**src/rtl/hpe_pkg.sv**
```systemverilog
`timescale 1ns / 1ps

package hpe_pkg;

    // Default sizes
    localparam int COORD_BITS_DEFAULT  = 32;
    localparam int QUEUE_DEPTH_DEFAULT = 4;

    // Commands on the input channel
    localparam logic [1:0] CMD_BEGIN  = 2'd0;
    localparam logic [1:0] CMD_DATA   = 2'd1;
    localparam logic [1:0] CMD_SETPOS = 2'd2;
    localparam logic [1:0] CMD_IDLE   = 2'd3;

    // Flag bytes
    localparam logic [7:0] CH_SEMI  = 8'h3B;  // ';'
    localparam logic [7:0] CH_COLON = 8'h3A;  // ':'
    localparam logic [7:0] CH_LT    = 8'h3C;  // '<'
    localparam logic [7:0] CH_EQ    = 8'h3D;  // '='
    localparam logic [7:0] CH_GT    = 8'h3E;  // '>'
    localparam logic [7:0] CH_SEVEN = 8'h37;  // '7'

    // Digit ranges
    localparam logic [7:0] B64_TERM_LO = 8'd191;
    localparam logic [7:0] B64_TERM_HI = 8'd254;
    localparam logic [7:0] B64_LO      = 8'd63;
    localparam logic [7:0] B64_HI      = 8'd126;
    localparam logic [7:0] B32_TERM_LO = 8'd95;
    localparam logic [7:0] B32_TERM_HI = 8'd126;
    localparam logic [7:0] B32_LO      = 8'd63;
    localparam logic [7:0] B32_HI      = 8'd94;

    // Bits per digit and digit counter limit
    localparam logic [5:0] B64_DIGIT_BITS = 6'd6;
    localparam logic [5:0] B32_DIGIT_BITS = 6'd5;
    localparam logic [2:0] DIGIT_COUNT_MAX = 3'd7;

    // Operations passed from front to back
    localparam logic [2:0] OP_BEGIN    = 3'd0;
    localparam logic [2:0] OP_SETPOS   = 3'd1;
    localparam logic [2:0] OP_DIGIT    = 3'd2;
    localparam logic [2:0] OP_END      = 3'd3;
    localparam logic [2:0] OP_MARK     = 3'd4;
    localparam logic [2:0] OP_PEN_UP   = 3'd5;
    localparam logic [2:0] OP_PEN_DOWN = 3'd6;
    localparam logic [2:0] OP_ABS      = 3'd7;

    // Configuration register select (paddr[2])
    localparam logic REG_ROTATE_QUARTER = 1'b0;

    typedef struct packed {
        logic [2:0]  kind;
        logic        base_32;
        logic [5:0]  digit;
        logic        term;
        logic [31:0] set_x;
        logic [31:0] set_y;
    } op_t;

endpackage

```
**src/rtl/hpgl_encoded_polyline_decoder.sv**
```systemverilog
`timescale 1ns / 1ps

// Channel  | Handshake            | Payload
// ---------+----------------------+--------------------------------------------
// item in  | item_valid/item_stall| command, byte_value, set_x, set_y
// seg out  | seg_valid/seg_stall  | drawn, start_x, start_y, end_x, end_y
// config   | APB psel/penable     | paddr[2:0], pwdata, prdata (rotate_quarter)
//
// One word is accepted per cycle while the operation queue is not full; the back end
// retires one queued operation per cycle unless a finished point waits on a full result
// register, so the sustained rate is one word a cycle while seg_stall is low. A segment
// passes from its closing word through the queue entry, the back end result register, then the output register.
// item_stall rises only when the operation queue is full; seg_stall backs up
// through the output and result registers into the queue.
// rst_n clears position, pen, stream flags, queue and valid bits at once, and sets the relative flag.

module hpgl_encoded_polyline_decoder
#(
    parameter int COORD_BITS  = hpe_pkg::COORD_BITS_DEFAULT,
    parameter int QUEUE_DEPTH = hpe_pkg::QUEUE_DEPTH_DEFAULT
)
(
    input  logic               clk,
    input  logic               rst_n,

    input  logic               psel,
    input  logic               penable,
    input  logic               pwrite,
    input  logic [2:0]         paddr,
    input  logic [31:0]        pwdata,
    output logic [31:0]        prdata,
    output logic               pready,

    input  logic               item_valid,
    output logic               item_stall,
    input  logic [1:0]         command,
    input  logic [7:0]         byte_value,
    input  logic signed [31:0] set_x,
    input  logic signed [31:0] set_y,

    output logic               seg_valid,
    input  logic               seg_stall,
    output logic               drawn,
    output logic signed [31:0] start_x,
    output logic signed [31:0] start_y,
    output logic signed [31:0] end_x,
    output logic signed [31:0] end_y
);

    logic                  rotate_reg;
    logic                  push, queue_full, pop, nonempty;
    hpe_pkg::op_t          push_op, head_op;
    logic                  res_valid, res_take, res_drawn;
    logic [COORD_BITS-1:0] res_sx, res_sy, res_ex, res_ey;

    // Configuration register
    assign pready = 1'b1;

    always_ff @(posedge clk or negedge rst_n)
    begin
        if (!rst_n)
        begin
            rotate_reg <= 1'b0;
        end
        else if (psel && penable && pwrite && pready
                 && paddr[2] == hpe_pkg::REG_ROTATE_QUARTER)
        begin
            rotate_reg <= pwdata[0];
        end
    end

    assign prdata = (paddr[2] == hpe_pkg::REG_ROTATE_QUARTER) ? {31'd0, rotate_reg} : 32'd0;

    hpe_front u_front
    (
        .clk        (clk),
        .rst_n      (rst_n),
        .item_valid (item_valid),
        .item_stall (item_stall),
        .command    (command),
        .byte_value (byte_value),
        .set_x      (set_x),
        .set_y      (set_y),
        .queue_full (queue_full),
        .push       (push),
        .op         (push_op)
    );

    hpe_queue
    #(
        .DEPTH (QUEUE_DEPTH)
    )
    u_queue
    (
        .clk      (clk),
        .rst_n    (rst_n),
        .push     (push),
        .push_op  (push_op),
        .full     (queue_full),
        .pop      (pop),
        .nonempty (nonempty),
        .head_op  (head_op)
    );

    hpe_back
    #(
        .COORD_BITS (COORD_BITS)
    )
    u_back
    (
        .clk       (clk),
        .rst_n     (rst_n),
        .op_valid  (nonempty),
        .op        (head_op),
        .pop       (pop),
        .res_valid (res_valid),
        .res_take  (res_take),
        .res_drawn (res_drawn),
        .res_sx    (res_sx),
        .res_sy    (res_sy),
        .res_ex    (res_ex),
        .res_ey    (res_ey)
    );

    hpe_out
    #(
        .COORD_BITS (COORD_BITS)
    )
    u_out
    (
        .clk       (clk),
        .rst_n     (rst_n),
        .rotate    (rotate_reg),
        .res_valid (res_valid),
        .res_take  (res_take),
        .res_drawn (res_drawn),
        .res_sx    (res_sx),
        .res_sy    (res_sy),
        .res_ex    (res_ex),
        .res_ey    (res_ey),
        .seg_valid (seg_valid),
        .seg_stall (seg_stall),
        .drawn     (drawn),
        .start_x   (start_x),
        .start_y   (start_y),
        .end_x     (end_x),
        .end_y     (end_y)
    );

endmodule

```
**src/rtl/hpe_front.sv**
```systemverilog
`timescale 1ns / 1ps

module hpe_front
(
    input  logic                clk,
    input  logic                rst_n,
    input  logic                item_valid,
    output logic                item_stall,
    input  logic [1:0]          command,
    input  logic [7:0]          byte_value,
    input  logic signed [31:0]  set_x,
    input  logic signed [31:0]  set_y,
    input  logic                queue_full,
    output logic                push,
    output hpe_pkg::op_t        op
);

    logic active_reg, active_next;
    logic skip_reg, skip_next;
    logic base_reg, base_next;
    logic accept;
    logic is_digit, is_term;
    logic [7:0] digit_base;

    assign item_stall = queue_full;
    assign accept     = item_valid && !queue_full;

    // Classify the byte as a digit of the current base
    always_comb
    begin
        is_digit   = 1'b0;
        is_term    = 1'b0;
        digit_base = hpe_pkg::B64_LO;
        if (!base_reg)
        begin
            if (byte_value >= hpe_pkg::B64_TERM_LO && byte_value <= hpe_pkg::B64_TERM_HI)
            begin
                is_digit   = 1'b1;
                is_term    = 1'b1;
                digit_base = hpe_pkg::B64_TERM_LO;
            end
            else if (byte_value >= hpe_pkg::B64_LO && byte_value <= hpe_pkg::B64_HI)
            begin
                is_digit   = 1'b1;
                digit_base = hpe_pkg::B64_LO;
            end
        end
        else
        begin
            if (byte_value >= hpe_pkg::B32_TERM_LO && byte_value <= hpe_pkg::B32_TERM_HI)
            begin
                is_digit   = 1'b1;
                is_term    = 1'b1;
                digit_base = hpe_pkg::B32_TERM_LO;
            end
            else if (byte_value >= hpe_pkg::B32_LO && byte_value <= hpe_pkg::B32_HI)
            begin
                is_digit   = 1'b1;
                digit_base = hpe_pkg::B32_LO;
            end
        end
    end

    // Turn an accepted word into an operation, drop what does nothing
    always_comb
    begin
        active_next = active_reg;
        skip_next   = skip_reg;
        base_next   = base_reg;
        push        = 1'b0;
        op.kind     = hpe_pkg::OP_MARK;
        op.base_32  = base_reg;
        op.digit    = 6'(byte_value - digit_base);
        op.term     = is_term;
        op.set_x    = set_x;
        op.set_y    = set_y;
        if (accept)
        begin
            unique case (command)
                hpe_pkg::CMD_BEGIN:
                begin
                    push        = 1'b1;
                    op.kind     = hpe_pkg::OP_BEGIN;
                    active_next = 1'b1;
                    skip_next   = 1'b0;
                    base_next   = 1'b0;
                end
                hpe_pkg::CMD_SETPOS:
                begin
                    push    = 1'b1;
                    op.kind = hpe_pkg::OP_SETPOS;
                end
                hpe_pkg::CMD_DATA:
                begin
                    if (active_reg)
                    begin
                        priority if (skip_reg)
                        begin
                            skip_next = 1'b0;
                        end
                        else if (byte_value == hpe_pkg::CH_SEMI)
                        begin
                            push        = 1'b1;
                            op.kind     = hpe_pkg::OP_END;
                            active_next = 1'b0;
                        end
                        else if (byte_value == hpe_pkg::CH_COLON)
                        begin
                            push      = 1'b1;
                            op.kind   = hpe_pkg::OP_MARK;
                            skip_next = 1'b1;
                        end
                        else if (byte_value == hpe_pkg::CH_LT)
                        begin
                            push    = 1'b1;
                            op.kind = hpe_pkg::OP_PEN_UP;
                        end
                        else if (byte_value == hpe_pkg::CH_GT)
                        begin
                            push      = 1'b1;
                            op.kind   = hpe_pkg::OP_PEN_DOWN;
                            skip_next = 1'b1;
                        end
                        else if (byte_value == hpe_pkg::CH_EQ)
                        begin
                            push    = 1'b1;
                            op.kind = hpe_pkg::OP_ABS;
                        end
                        else if (byte_value == hpe_pkg::CH_SEVEN)
                        begin
                            push      = 1'b1;
                            op.kind   = hpe_pkg::OP_MARK;
                            base_next = 1'b1;
                        end
                        else if (is_digit)
                        begin
                            push    = 1'b1;
                            op.kind = hpe_pkg::OP_DIGIT;
                        end
                        else
                        begin
                            push = 1'b0;
                        end
                    end
                end
                hpe_pkg::CMD_IDLE:
                begin
                    push = 1'b0;
                end
                default:
                begin
                    push = 1'b0;
                end
            endcase
        end
    end

    // Hold the stream flags
    always_ff @(posedge clk or negedge rst_n)
    begin
        if (!rst_n)
        begin
            active_reg <= 1'b0;
            skip_reg   <= 1'b0;
            base_reg   <= 1'b0;
        end
        else
        begin
            active_reg <= active_next;
            skip_reg   <= skip_next;
            base_reg   <= base_next;
        end
    end

endmodule

```
**src/rtl/hpe_queue.sv**
```systemverilog
`timescale 1ns / 1ps

module hpe_queue
#(
    parameter int DEPTH = hpe_pkg::QUEUE_DEPTH_DEFAULT
)
(
    input  logic          clk,
    input  logic          rst_n,
    input  logic          push,
    input  hpe_pkg::op_t  push_op,
    output logic          full,
    input  logic          pop,
    output logic          nonempty,
    output hpe_pkg::op_t  head_op
);

    localparam int PTR_W = (DEPTH > 1) ? $clog2(DEPTH) : 1;
    localparam int CNT_W = $clog2(DEPTH + 1);

    hpe_pkg::op_t entry_reg [DEPTH];
    logic [PTR_W-1:0] wr_ptr_reg, wr_ptr_next;
    logic [PTR_W-1:0] rd_ptr_reg, rd_ptr_next;
    logic [CNT_W-1:0] count_reg, count_next;
    logic do_push, do_pop;

    assign full     = (count_reg == CNT_W'(DEPTH));
    assign nonempty = (count_reg != '0);
    assign head_op  = entry_reg[rd_ptr_reg];
    assign do_push  = push && !full;
    assign do_pop   = pop && nonempty;

    // Advance pointers and count
    always_comb
    begin
        wr_ptr_next = wr_ptr_reg;
        rd_ptr_next = rd_ptr_reg;
        count_next  = count_reg;
        if (do_push)
        begin
            wr_ptr_next = (wr_ptr_reg == PTR_W'(DEPTH - 1)) ? '0 : wr_ptr_reg + 1'b1;
        end
        if (do_pop)
        begin
            rd_ptr_next = (rd_ptr_reg == PTR_W'(DEPTH - 1)) ? '0 : rd_ptr_reg + 1'b1;
        end
        if (do_push && !do_pop)
        begin
            count_next = count_reg + 1'b1;
        end
        else if (do_pop && !do_push)
        begin
            count_next = count_reg - 1'b1;
        end
    end

    always_ff @(posedge clk or negedge rst_n)
    begin
        if (!rst_n)
        begin
            wr_ptr_reg <= '0;
            rd_ptr_reg <= '0;
            count_reg  <= '0;
        end
        else
        begin
            wr_ptr_reg <= wr_ptr_next;
            rd_ptr_reg <= rd_ptr_next;
            count_reg  <= count_next;
        end
    end

    // Store the word
    always_ff @(posedge clk)
    begin
        if (do_push)
        begin
            entry_reg[wr_ptr_reg] <= push_op;
        end
    end

endmodule

```
**src/rtl/hpe_back.sv**
```systemverilog
`timescale 1ns / 1ps

module hpe_back
#(
    parameter int COORD_BITS = hpe_pkg::COORD_BITS_DEFAULT
)
(
    input  logic                  clk,
    input  logic                  rst_n,
    input  logic                  op_valid,
    input  hpe_pkg::op_t          op,
    output logic                  pop,
    output logic                  res_valid,
    input  logic                  res_take,
    output logic                  res_drawn,
    output logic [COORD_BITS-1:0] res_sx,
    output logic [COORD_BITS-1:0] res_sy,
    output logic [COORD_BITS-1:0] res_ex,
    output logic [COORD_BITS-1:0] res_ey
);

    localparam int CB = COORD_BITS;

    logic [CB-1:0] pos_x_reg, pos_x_next;
    logic [CB-1:0] pos_y_reg, pos_y_next;
    logic [CB-1:0] acc_x_reg, acc_x_next;
    logic [CB-1:0] acc_y_reg, acc_y_next;
    logic          pen_reg, pen_next;
    logic          rel_reg, rel_next;
    logic          in_y_reg, in_y_next;
    logic [2:0]    dc_reg, dc_next;
    logic          rs_valid_reg, rs_valid_next;
    logic          rs_drawn_reg;
    logic [CB-1:0] rs_sx_reg, rs_sy_reg, rs_ex_reg, rs_ey_reg;

    logic          pending, finish, go, rs_free;
    logic [5:0]    shift;
    logic [CB-1:0] add, acc_x_sum, acc_y_sum;
    logic [CB-1:0] fin_acc_y, mag_x, mag_y, vx, vy, nx, ny;
    logic [CB-1:0] set_x_ext, set_y_ext;

    assign pending = in_y_reg || (dc_reg != 3'd0);

    // Weight of this digit and the running sums
    assign shift     = op.base_32 ? 6'(dc_reg) * hpe_pkg::B32_DIGIT_BITS
                                  : 6'(dc_reg) * hpe_pkg::B64_DIGIT_BITS;
    assign add       = CB'(op.digit) << shift;
    assign acc_x_sum = acc_x_reg + add;
    assign acc_y_sum = acc_y_reg + add;

    // End point of a finished point
    assign fin_acc_y = (op.kind == hpe_pkg::OP_DIGIT) ? acc_y_sum : acc_y_reg;
    assign mag_x     = acc_x_reg >> 1;
    assign mag_y     = fin_acc_y >> 1;
    assign vx        = acc_x_reg[0] ? CB'(0) - mag_x : mag_x;
    assign vy        = fin_acc_y[0] ? CB'(0) - mag_y : mag_y;
    assign nx        = rel_reg ? pos_x_reg + vx : vx;
    assign ny        = rel_reg ? pos_y_reg + vy : vy;

    assign set_x_ext = CB'(signed'(op.set_x));
    assign set_y_ext = CB'(signed'(op.set_y));

    // Decide whether this operation finishes a point
    always_comb
    begin
        unique case (op.kind)
            hpe_pkg::OP_DIGIT:    finish = op.term && in_y_reg;
            hpe_pkg::OP_END,
            hpe_pkg::OP_MARK,
            hpe_pkg::OP_PEN_UP,
            hpe_pkg::OP_PEN_DOWN,
            hpe_pkg::OP_ABS:      finish = pending;
            default:              finish = 1'b0;
        endcase
    end

    assign rs_free = !rs_valid_reg || res_take;
    assign go      = op_valid && (!finish || rs_free);
    assign pop     = go;

    // Carry out the operation
    always_comb
    begin
        pos_x_next = pos_x_reg;
        pos_y_next = pos_y_reg;
        acc_x_next = acc_x_reg;
        acc_y_next = acc_y_reg;
        pen_next   = pen_reg;
        rel_next   = rel_reg;
        in_y_next  = in_y_reg;
        dc_next    = dc_reg;
        if (go)
        begin
            unique case (op.kind)
                hpe_pkg::OP_BEGIN:
                begin
                    pen_next   = 1'b1;
                    rel_next   = 1'b1;
                    acc_x_next = '0;
                    acc_y_next = '0;
                    in_y_next  = 1'b0;
                    dc_next    = 3'd0;
                end
                hpe_pkg::OP_SETPOS:
                begin
                    pos_x_next = set_x_ext;
                    pos_y_next = set_y_ext;
                end
                hpe_pkg::OP_DIGIT:
                begin
                    if (in_y_reg)
                    begin
                        acc_y_next = acc_y_sum;
                    end
                    else
                    begin
                        acc_x_next = acc_x_sum;
                    end
                    dc_next = (dc_reg == hpe_pkg::DIGIT_COUNT_MAX) ? dc_reg : dc_reg + 1'b1;
                    if (op.term && !in_y_reg)
                    begin
                        in_y_next = 1'b1;
                        dc_next   = 3'd0;
                    end
                end
                default:
                begin
                    pen_next = pen_reg;
                end
            endcase

            // Close the point
            if (finish)
            begin
                pos_x_next = nx;
                pos_y_next = ny;
                acc_x_next = '0;
                acc_y_next = '0;
                in_y_next  = 1'b0;
                dc_next    = 3'd0;
                rel_next   = 1'b1;
                pen_next   = 1'b1;
            end

            // Apply the flag after the point is closed
            unique case (op.kind)
                hpe_pkg::OP_PEN_UP:   pen_next = 1'b0;
                hpe_pkg::OP_PEN_DOWN: pen_next = 1'b1;
                hpe_pkg::OP_ABS:      rel_next = 1'b0;
                default:              rel_next = rel_next;
            endcase
        end
    end

    // Result stage valid
    always_comb
    begin
        rs_valid_next = rs_valid_reg;
        if (res_take)
        begin
            rs_valid_next = 1'b0;
        end
        if (go && finish)
        begin
            rs_valid_next = 1'b1;
        end
    end

    always_ff @(posedge clk or negedge rst_n)
    begin
        if (!rst_n)
        begin
            pos_x_reg    <= '0;
            pos_y_reg    <= '0;
            acc_x_reg    <= '0;
            acc_y_reg    <= '0;
            pen_reg      <= 1'b0;
            rel_reg      <= 1'b1;
            in_y_reg     <= 1'b0;
            dc_reg       <= 3'd0;
            rs_valid_reg <= 1'b0;
        end
        else
        begin
            pos_x_reg    <= pos_x_next;
            pos_y_reg    <= pos_y_next;
            acc_x_reg    <= acc_x_next;
            acc_y_reg    <= acc_y_next;
            pen_reg      <= pen_next;
            rel_reg      <= rel_next;
            in_y_reg     <= in_y_next;
            dc_reg       <= dc_next;
            rs_valid_reg <= rs_valid_next;
        end
    end

    // Capture the segment, unrotated
    always_ff @(posedge clk)
    begin
        if (go && finish)
        begin
            rs_drawn_reg <= pen_reg;
            rs_sx_reg    <= pos_x_reg;
            rs_sy_reg    <= pos_y_reg;
            rs_ex_reg    <= nx;
            rs_ey_reg    <= ny;
        end
    end

    assign res_valid = rs_valid_reg;
    assign res_drawn = rs_drawn_reg;
    assign res_sx    = rs_sx_reg;
    assign res_sy    = rs_sy_reg;
    assign res_ex    = rs_ex_reg;
    assign res_ey    = rs_ey_reg;

endmodule

```
**src/rtl/hpe_out.sv**
```systemverilog
`timescale 1ns / 1ps

module hpe_out
#(
    parameter int COORD_BITS = hpe_pkg::COORD_BITS_DEFAULT
)
(
    input  logic                  clk,
    input  logic                  rst_n,
    input  logic                  rotate,
    input  logic                  res_valid,
    output logic                  res_take,
    input  logic                  res_drawn,
    input  logic [COORD_BITS-1:0] res_sx,
    input  logic [COORD_BITS-1:0] res_sy,
    input  logic [COORD_BITS-1:0] res_ex,
    input  logic [COORD_BITS-1:0] res_ey,
    output logic                  seg_valid,
    input  logic                  seg_stall,
    output logic                  drawn,
    output logic signed [31:0]    start_x,
    output logic signed [31:0]    start_y,
    output logic signed [31:0]    end_x,
    output logic signed [31:0]    end_y
);

    localparam int CB = COORD_BITS;

    logic          seg_valid_reg, seg_valid_next;
    logic          drawn_reg;
    logic [31:0]   start_x_reg, start_y_reg, end_x_reg, end_y_reg;
    logic          ready;
    logic [CB-1:0] rsx, rsy, rex, rey;

    assign ready    = !seg_valid_reg || !seg_stall;
    assign res_take = res_valid && ready;

    // Quarter turn: (x,y) -> (y,-x)
    assign rsx = rotate ? res_sy : res_sx;
    assign rsy = rotate ? CB'(0) - res_sx : res_sy;
    assign rex = rotate ? res_ey : res_ex;
    assign rey = rotate ? CB'(0) - res_ex : res_ey;

    always_comb
    begin
        seg_valid_next = seg_valid_reg;
        if (ready)
        begin
            seg_valid_next = res_valid;
        end
    end

    always_ff @(posedge clk or negedge rst_n)
    begin
        if (!rst_n)
        begin
            seg_valid_reg <= 1'b0;
        end
        else
        begin
            seg_valid_reg <= seg_valid_next;
        end
    end

    // Load the output word
    always_ff @(posedge clk)
    begin
        if (res_take)
        begin
            drawn_reg   <= res_drawn;
            start_x_reg <= 32'(rsx);
            start_y_reg <= 32'(rsy);
            end_x_reg   <= 32'(rex);
            end_y_reg   <= 32'(rey);
        end
    end

    assign seg_valid = seg_valid_reg;
    assign drawn     = drawn_reg;
    assign start_x   = signed'(start_x_reg);
    assign start_y   = signed'(start_y_reg);
    assign end_x     = signed'(end_x_reg);
    assign end_y     = signed'(end_y_reg);

endmodule
```
**config.mk**
```make
export PLATFORM = sky130hd
export DESIGN_NAME = hpgl_encoded_polyline_decoder
export DESIGN_NICKNAME = d
export VERILOG_FILES = /design/src/rtl/hpe_pkg.sv /design/src/rtl/hpgl_encoded_polyline_decoder.sv /design/src/rtl/hpe_front.sv /design/src/rtl/hpe_queue.sv /design/src/rtl/hpe_back.sv /design/src/rtl/hpe_out.sv
export SDC_FILE = /design/constraint.sdc
export NUM_CORES = 1
export LEC_CHECK = 0
export BUFFER_PORTS_ARGS = -buffer_cell sky130_fd_sc_hd__buf_2
export CAP_MARGIN = 20
export CORE_MARGIN = 3
export CORE_UTILIZATION = 55
export CTS_CLUSTER_SIZE = 24
export DETAILED_ROUTE_END_ITERATION = 7
export HOLD_SLACK_MARGIN = 0.15
export PLACE_DENSITY = 0.86
export SYNTH_ARGS = -nofsm -noshare
export SYNTH_HDL_FRONTEND = slang
export SYNTH_SLANG_ARGS = --single-unit
```
**constraint.sdc**
```tcl
create_clock -name clk -period 11.2 [get_ports clk]
set_input_delay 1.12 -clock clk [delete_from_list [all_inputs] [get_ports clk]]
set_output_delay 1.12 -clock clk [all_outputs]
set_load 0.03 [all_outputs]
```
==> impl_metrics.py, run 1 <==
metrics = {
    "outcome": {
        "outcome": "completed",
    },
    "synthesis": {
        "ys_seq_area_share_pct": 54.2,
        "synth_area_mm2": 0.0377,
        "avgSynthCellArea_um2": 12.0,
        "synth_edf_count": 558,
        "async_flop_share_pct": 20.9,
        "synth_warnings": 0,
        "synth.distinct_cells": 103,
        "yosys.area.top_type_share_pct": 44.4,
        "synth_top_flop_cell": "edfxtp_1",
        "yosys.area.top_type": "edfxtp_1",
        "synth-seq-cells": 705,
        "synth_cells": 3133,
        "ys_top_cells_by_area": "edfxtp_1 (44%), dfrtp_1 (9.7%), mux2_2 (4.7%), ha_1 (4.6%), mux4_2 (4.5%)",
    },
    "grt": {
        "grt_pass1_vias": 25600,
        "grt_start_max_net_pins": 83,
        "track_usage_pct": 27.2,
        "grt-ovfl-total": 0,
        "antenna_found_initial": 12,
        "grt_pass1_wl_mm": 150,
    },
    "cells_and_area": {
        "multi_input_area_mm2": 0.0165,
        "fin_nets": 3573,
        "mostFrequentLayoutCells": "edfxtp_1 (558), nand2_1 (292), nor2_1 (233), buf_2 (214), a21oi_1 (160)",
        "fin_cells": 4258,
        "layout_commonest_cell": "edfxtp_1",
        "syn_to_final_growth_pct": 11.4,
        "layout-drive-gt1-share_pct": 19.5,
        "register_area_mm2": 0.0204,
        "fill_cells": 4912,
        "largest_register_ffs": 300,
    },
    "min_path": {
        "hold_class": "reg -> reg",
    },
    "placed_design": {
        "place_hpwl_mm": 69.3,
        "placed_cells": 4110,
        "io_buffers": 214,
        "gp_congestion": 1.00,
    },
    "power_and_ir_drop": {
        "p_leak_nw": 16.0,
        "p_per_area_mw_per_mm2": 301,
        "irDropWorstVdd_uv": 232,
    },
    "worst_setup_path": {
        "critPathCaptureType": "flip-flop",
        "critical_path_peak_fanout": 23,
        "slowest_delay_ns": 0.74,
        "cp_data_arrival_time_ns": 10.82,
        "crit_type": "reg -> reg",
        "worstSetupStartpointType": "flip-flop",
        "cpMaxStageDelayCell": "dfrtp_1",
        "required_ns": 11.72,
        "crit_top_cell": "xnor2_1",
    },
    "clock_network": {
        "insertion_delay_ns": 0.63,
        "root_buffer": "clkbuf_16",
        "cts_tree": "done",
        "htreeDepth": 3,
        "clk_path_buf_depth": 3,
        "clock-sinks": 705,
        "clk_pin_slew_ns": 0.07,
        "cts_setup_buffers": 0,
        "cts_buffers": 73,
        "cts.repair.resized": 0,
        "cts_hold_buf": 0,
    },
    "detailed_routing": {
        "wl_per_cell_um": 23.3,
        "vias": 27200,
        "ant_nets": 0,
        "drt-initial-drc-count": 3201,
        "drt_wl_total_mm": 99.2,
        "first_pass_iters": 6,
        "vias_per_cell": 6.38,
        "drc": 0,
    },
    "sta": {
        "fin_tns_setup_ns": 0,
        "grt_setup_unrepaired": "no",
        "setup_violations": 0,
        "worstMarginPinSlew_ns": 1.15,
        "skew_ns": 0.0271,
        "finalMaxSlewViolations": 0,
        "post-route-period-util_pct": 91.9,
        "max_freq_mhz": 97.1,
        "fin_crit_ns": 10.30,
        "relSlewSlack_pct": 22.5,
        "hold_viol": 0,
    },
    "floorplan": {
        "rows": 95,
        "initial_core_util_pct": 55.9,
        "die_w_um": 268,
        "num_io_pins": 280,
        "die_area_mm2": 0.0718,
        "core_mm2": 0.0675,
        "die_h_um": 268,
    },
    "flow_run": {
        "max_cap_violations": 0,
    },
}
==> cell type report <==
| type | count | share of cell area (%) |
|---|---|---|
| flip-flops and latches | 705 | 48.6 |
| multi-input cells | 2227 | 39.1 |
| clock buffers | 96 | 4.77 |
| repair buffers | 248 | 3.18 |
| well taps | 873 | 2.60 |
| clock inverters | 40 | 1.08 |
| inverters | 59 | 0.533 |
| diodes | 10 | 0.0595 |
==> logic make-up after synthesis <==
family	share of synthesized area (%)
buffers and inverters	2.71
DFF	54.2
muxes	9.87
AOI/OAI and AO/OA	11.5
and+or+nand+nor	11.4
adders and majority gates	4.93
xor gates and xnor gates	5.39
other	0.0199
==> worst max-delay path, delay by kind of cell (launching register included) <==
kind	cells	cell delay, ns
AND/OR/NAND/NOR	9	2.83
XOR/XNOR	4	0.58
buffers and inverters	2	0.11
AO/OA/AOI/OAI	14	4.12
flip-flops	1	0.74
adder cells (fa/ha/maj)	5	1.57
multiplexers	1	0.21
==> worst paths after layout <==
path	slack (ns)	start	endpoint	cells after the start
max in group asynchronous	8.97	rst_n	rotate_reg	2
hold / removal	0.45	u_back.res_drawn	u_out.drawn	0
setup reg to reg	0.90	u_back.dc_reg[0]	u_back.pos_y_reg[31]	35
min in group asynchronous	0.52	rst_n	u_front.base_reg	1
hold reg to reg	0.45	u_back.res_drawn	u_out.drawn	0
setup / recovery	0.90	u_back.dc_reg[0]	u_back.pos_y_reg[31]	35
==> metrics by stage <==
step                      util, %  setup WS (ns)  hold slack, ns  power, mW  area [µm²]
after detailed placement     58.6           1.24           0.408       9.96       39500
after global placement       58.6           1.37           0.405       9.75       39500
after floorplan                 -           3.01           0.400       8.28       37800
final                        62.3          0.903           0.449       12.7       42000
after CTS                    62.2           1.10           0.445       12.5       42000
after global routing         62.3          0.200           0.454       13.3       42000
==> report_power, final <==
group | leakage, nW | switching, mW | internal (mW)
logic | 7.92 | 3.87 | 2.08
clock network | 1.18 | 1.04 | 1.44
registers | 6.92 | 0.480 | 3.75
==> cell usage after synthesis (8+ instances only) <==
| cell type | instances |
|---|---|
| a2111oi_0 | 8 |
| a211o_1 | 14 |
| a211oi_1 | 19 |
| a21o_1 | 40 |
| a21oi_1 | 160 |
| a22o_1 | 27 |
| a31oi_1 | 74 |
| and2_1 | 22 |
| and3_1 | 26 |
| buf_1 | 9 |
| buf_4 | 34 |
| clkbuf_1 | 123 |
| dfrtp_1 | 146 |
| edfxtp_1 | 558 |
| ha_1 | 139 |
| inv_1 | 59 |
| mux2_2 | 156 |
| mux2i_1 | 25 |
| mux4_2 | 75 |
| nand2_1 | 293 |
| nand2b_1 | 31 |
| nand3_1 | 60 |
| nand4_1 | 15 |
| nor2_1 | 233 |
| nor2b_1 | 17 |
| nor3_1 | 72 |
| nor4_1 | 27 |
| o211ai_1 | 14 |
| o21a_1 | 22 |
| o21ai_0 | 124 |
| o21ai_1 | 8 |
| o21bai_1 | 24 |
| o31ai_1 | 29 |
| or2_2 | 16 |
| or3_1 | 31 |
| or4_1 | 16 |
| xnor2_1 | 155 |
| xor2_1 | 77 |
==> layer usage <==
layer  track usage [%]  share of wire (%)
met1              38.2                 40
met2              42.2                 46
met3              6.13                 11
met4              9.45                3.5
met5                 0              0.013
No activity file was read; power rests on OpenSTA's default activity.
==> run 2, diff against run 1 <==
- CORE_UTILIZATION: 55 -> 57
- CTS_BUF_LIST: not set -> sky130_fd_sc_hd__clkbuf_8
- PLACE_DENSITY: 0.86 -> 0.88
==> run 2 against run 1 <==
  * Design area decreased by 0.98%
  * Clock power decreased by 18%
  * Total power decreased by 3.5%
  * Count of clock-buffer cells in the layout increased by 16
  * Largest cell class unchanged
  * Highest routed layer unchanged
==> impl_metrics.py, run 2 (synthesized netlist as in run 1, its figures left out) <==
metrics = {
    "grt": {
        "antenna_found_initial": 12,
        "grt-ovfl-total": 0,
        "grt_pass1_wl_mm": 154,
        "track_usage_pct": 28.3,
        "grt_pass1_vias": 26500,
        "grt_start_max_net_pins": 89,
    },
    "cells_and_area": {
        "syn_to_final_growth_pct": 10.3,
        "largest_register_ffs": 300,
        "layout-drive-gt1-share_pct": 20.0,
        "layout_commonest_cell": "edfxtp_1",
        "mostFrequentLayoutCells": "edfxtp_1 (558), nand2_1 (292), nor2_1 (232), buf_2 (214), a21oi_1 (160)",
        "fin_nets": 3610,
        "fin_util_pct": 64.1,
        "fin_cells": 4315,
    },
    "flow_run": {
        "max_cap_violations": 0,
    },
    "floorplan": {
        "die_h_um": 263,
        "die_w_um": 263,
        "num_io_pins": 280,
        "die_area_mm2": 0.0693,
        "core_mm2": 0.0649,
        "initial_core_util_pct": 58.1,
        "rows": 93,
    },
    "placed_design": {
        "io_buffers": 214,
        "placed_cells": 4089,
        "gp_congestion": 0.994,
        "post-place-ws_ns": 0.975,
        "place_hpwl_mm": 70.8,
    },
    "worst_setup_path": {
        "reg2reg_depth": 35,
        "critical_path_peak_fanout": 23,
        "reg2reg_slack_ns": 0.76,
        "critPathCaptureType": "flip-flop",
        "cp_data_arrival_time_ns": 11.09,
        "rr_endpoint": "u_back.pos_y_reg[31]",
        "crit_type": "reg -> reg",
        "slowest_delay_ns": 0.77,
        "r2r-start": "u_back.dc_reg[0]",
        "cpMaxStageDelayCell": "dfrtp_1",
        "required_ns": 11.85,
        "crit_path_start": "u_back.dc_reg[0]",
        "worstSetupStartpointType": "flip-flop",
        "crit_top_cell": "xnor2_1",
    },
    "sta": {
        "skew_ns": 0.0593,
        "worstMarginPinSlew_ns": 1.16,
        "grt_setup_unrepaired": "no",
        "relSlewSlack_pct": 22.6,
        "setup_violations": 0,
        "fin_crit_ns": 10.44,
        "finalMaxSlewViolations": 0,
        "post-route-period-util_pct": 93.2,
        "hold_viol": 0,
        "setup_ws_ns": 0.760,
        "hold_slack_ns": 0.436,
        "fin_tns_setup_ns": 0,
        "max_freq_mhz": 95.8,
    },
    "clock_network": {
        "clock-sinks": 705,
        "cts_buffers": 111,
        "insertion_delay_ns": 0.74,
        "cts_tree": "done",
        "root_buffer": "clkbuf_8",
        "clk_pin_slew_ns": 0.06,
        "cts_hold_buf": 0,
        "clk_path_buf_depth": 3,
        "htreeDepth": 3,
    },
    "detailed_routing": {
        "drt-initial-drc-count": 3669,
        "ant_nets": 0,
        "drc": 0,
        "wl_per_cell_um": 23.2,
        "vias_per_cell": 6.34,
        "first_pass_iters": 5,
        "vias": 27400,
        "drt_wl_total_mm": 100,
    },
    "power_and_ir_drop": {
        "p_per_area_mw_per_mm2": 294,
        "p_leak_nw": 16.0,
        "irDropWorstVdd_uv": 197,
    },
    "min_path": {
        "hold_class": "in -> async",
    },
    "outcome": {
        "outcome": "completed",
    },
}
run 2: cell count changes in the layout (fill, tap and decap cells not counted), moves of 3 or more:
cell       before  now
inv_6           5    0
clkbuf_8        5  112
clkinv_4        3    0
clkbuf_1       16    0
clkinv_2        7   20
clkinv_1        8   28
bufinv_16       7    2
inv_1          58   97
clkbuf_16      75    0
run 2: where the power goes:
group | internal (mW) | switching (mW) | total (mW)
sequential | 3.75 | 0.497 | 4.25
clock | 0.994 | 1.04 | 2.03
combinational | 2.08 | 3.87 | 5.95
run 2: critical path, delay by kind of cell (launching register included):
kind | cells | cell delay, ns
mux | 1 | 0.21
flops | 1 | 0.77
compound gates | 12 | 3.34
xor+xnor | 5 | 1.20
buf+inv | 2 | 0.11
fa+ha+maj | 5 | 1.60
simple gates | 10 | 3.10
run 2: area by class of cell:
class / count / area (µm²)
Fill cell: 4604 / 23300
Clock buffer: 112 / 1540
Inverter: 59 / 224
Clock inverter: 99 / 529
Multi-Input combinational cell: 2227 / 16500
Timing Repair Buffer: 247 / 1330
Tap cell: 855 / 1070
Sequential cell: 705 / 20400
Antenna cell: 11 / 27.5
run 2: what timing repair did:
action	CTS	global route
setup buffers	0	0
endpoints found under the setup margin	0	1
resized for setup	0	1
run 2: layer usage:
layer	track usage, %	vias up	part of all wire [%]
met1	38.2	13300	39
met2	45.2	1558	47
met3	6.36	244	11
met5	0	-	0.034
li1	-	12300	-
met4	10.8	6	3.6
run 2: worst max path at each step:
| stage | end | slack [ns] | cells past startpoint |
|---|---|---|---|
| 4_1_cts | u_back.pos_y_reg[31] | 0.86 | 35 |
| 2_1_floorplan | u_back.pos_y_reg[31] | 3.01 | 36 |
| 3_5_place_dp | u_back.pos_y_reg[31] | 0.97 | 35 |
| 6_report | u_back.pos_y_reg[31] | 0.76 | 35 |
| 5_1_grt | u_back.pos_y_reg[31] | 0.08 | 35 |
| 3_3_place_gp | u_back.pos_y_reg[31] | 1.17 | 35 |
run 2: stage by stage:
step	instance area, µm²	power, mW
6_report	41600	12.2
5_1_grt	41600	12.8
4_1_cts	41600	12.1
3_5_place_dp	39500	10.0
3_3_place_gp	39500	9.76
2_1_floorplan	37800	8.28
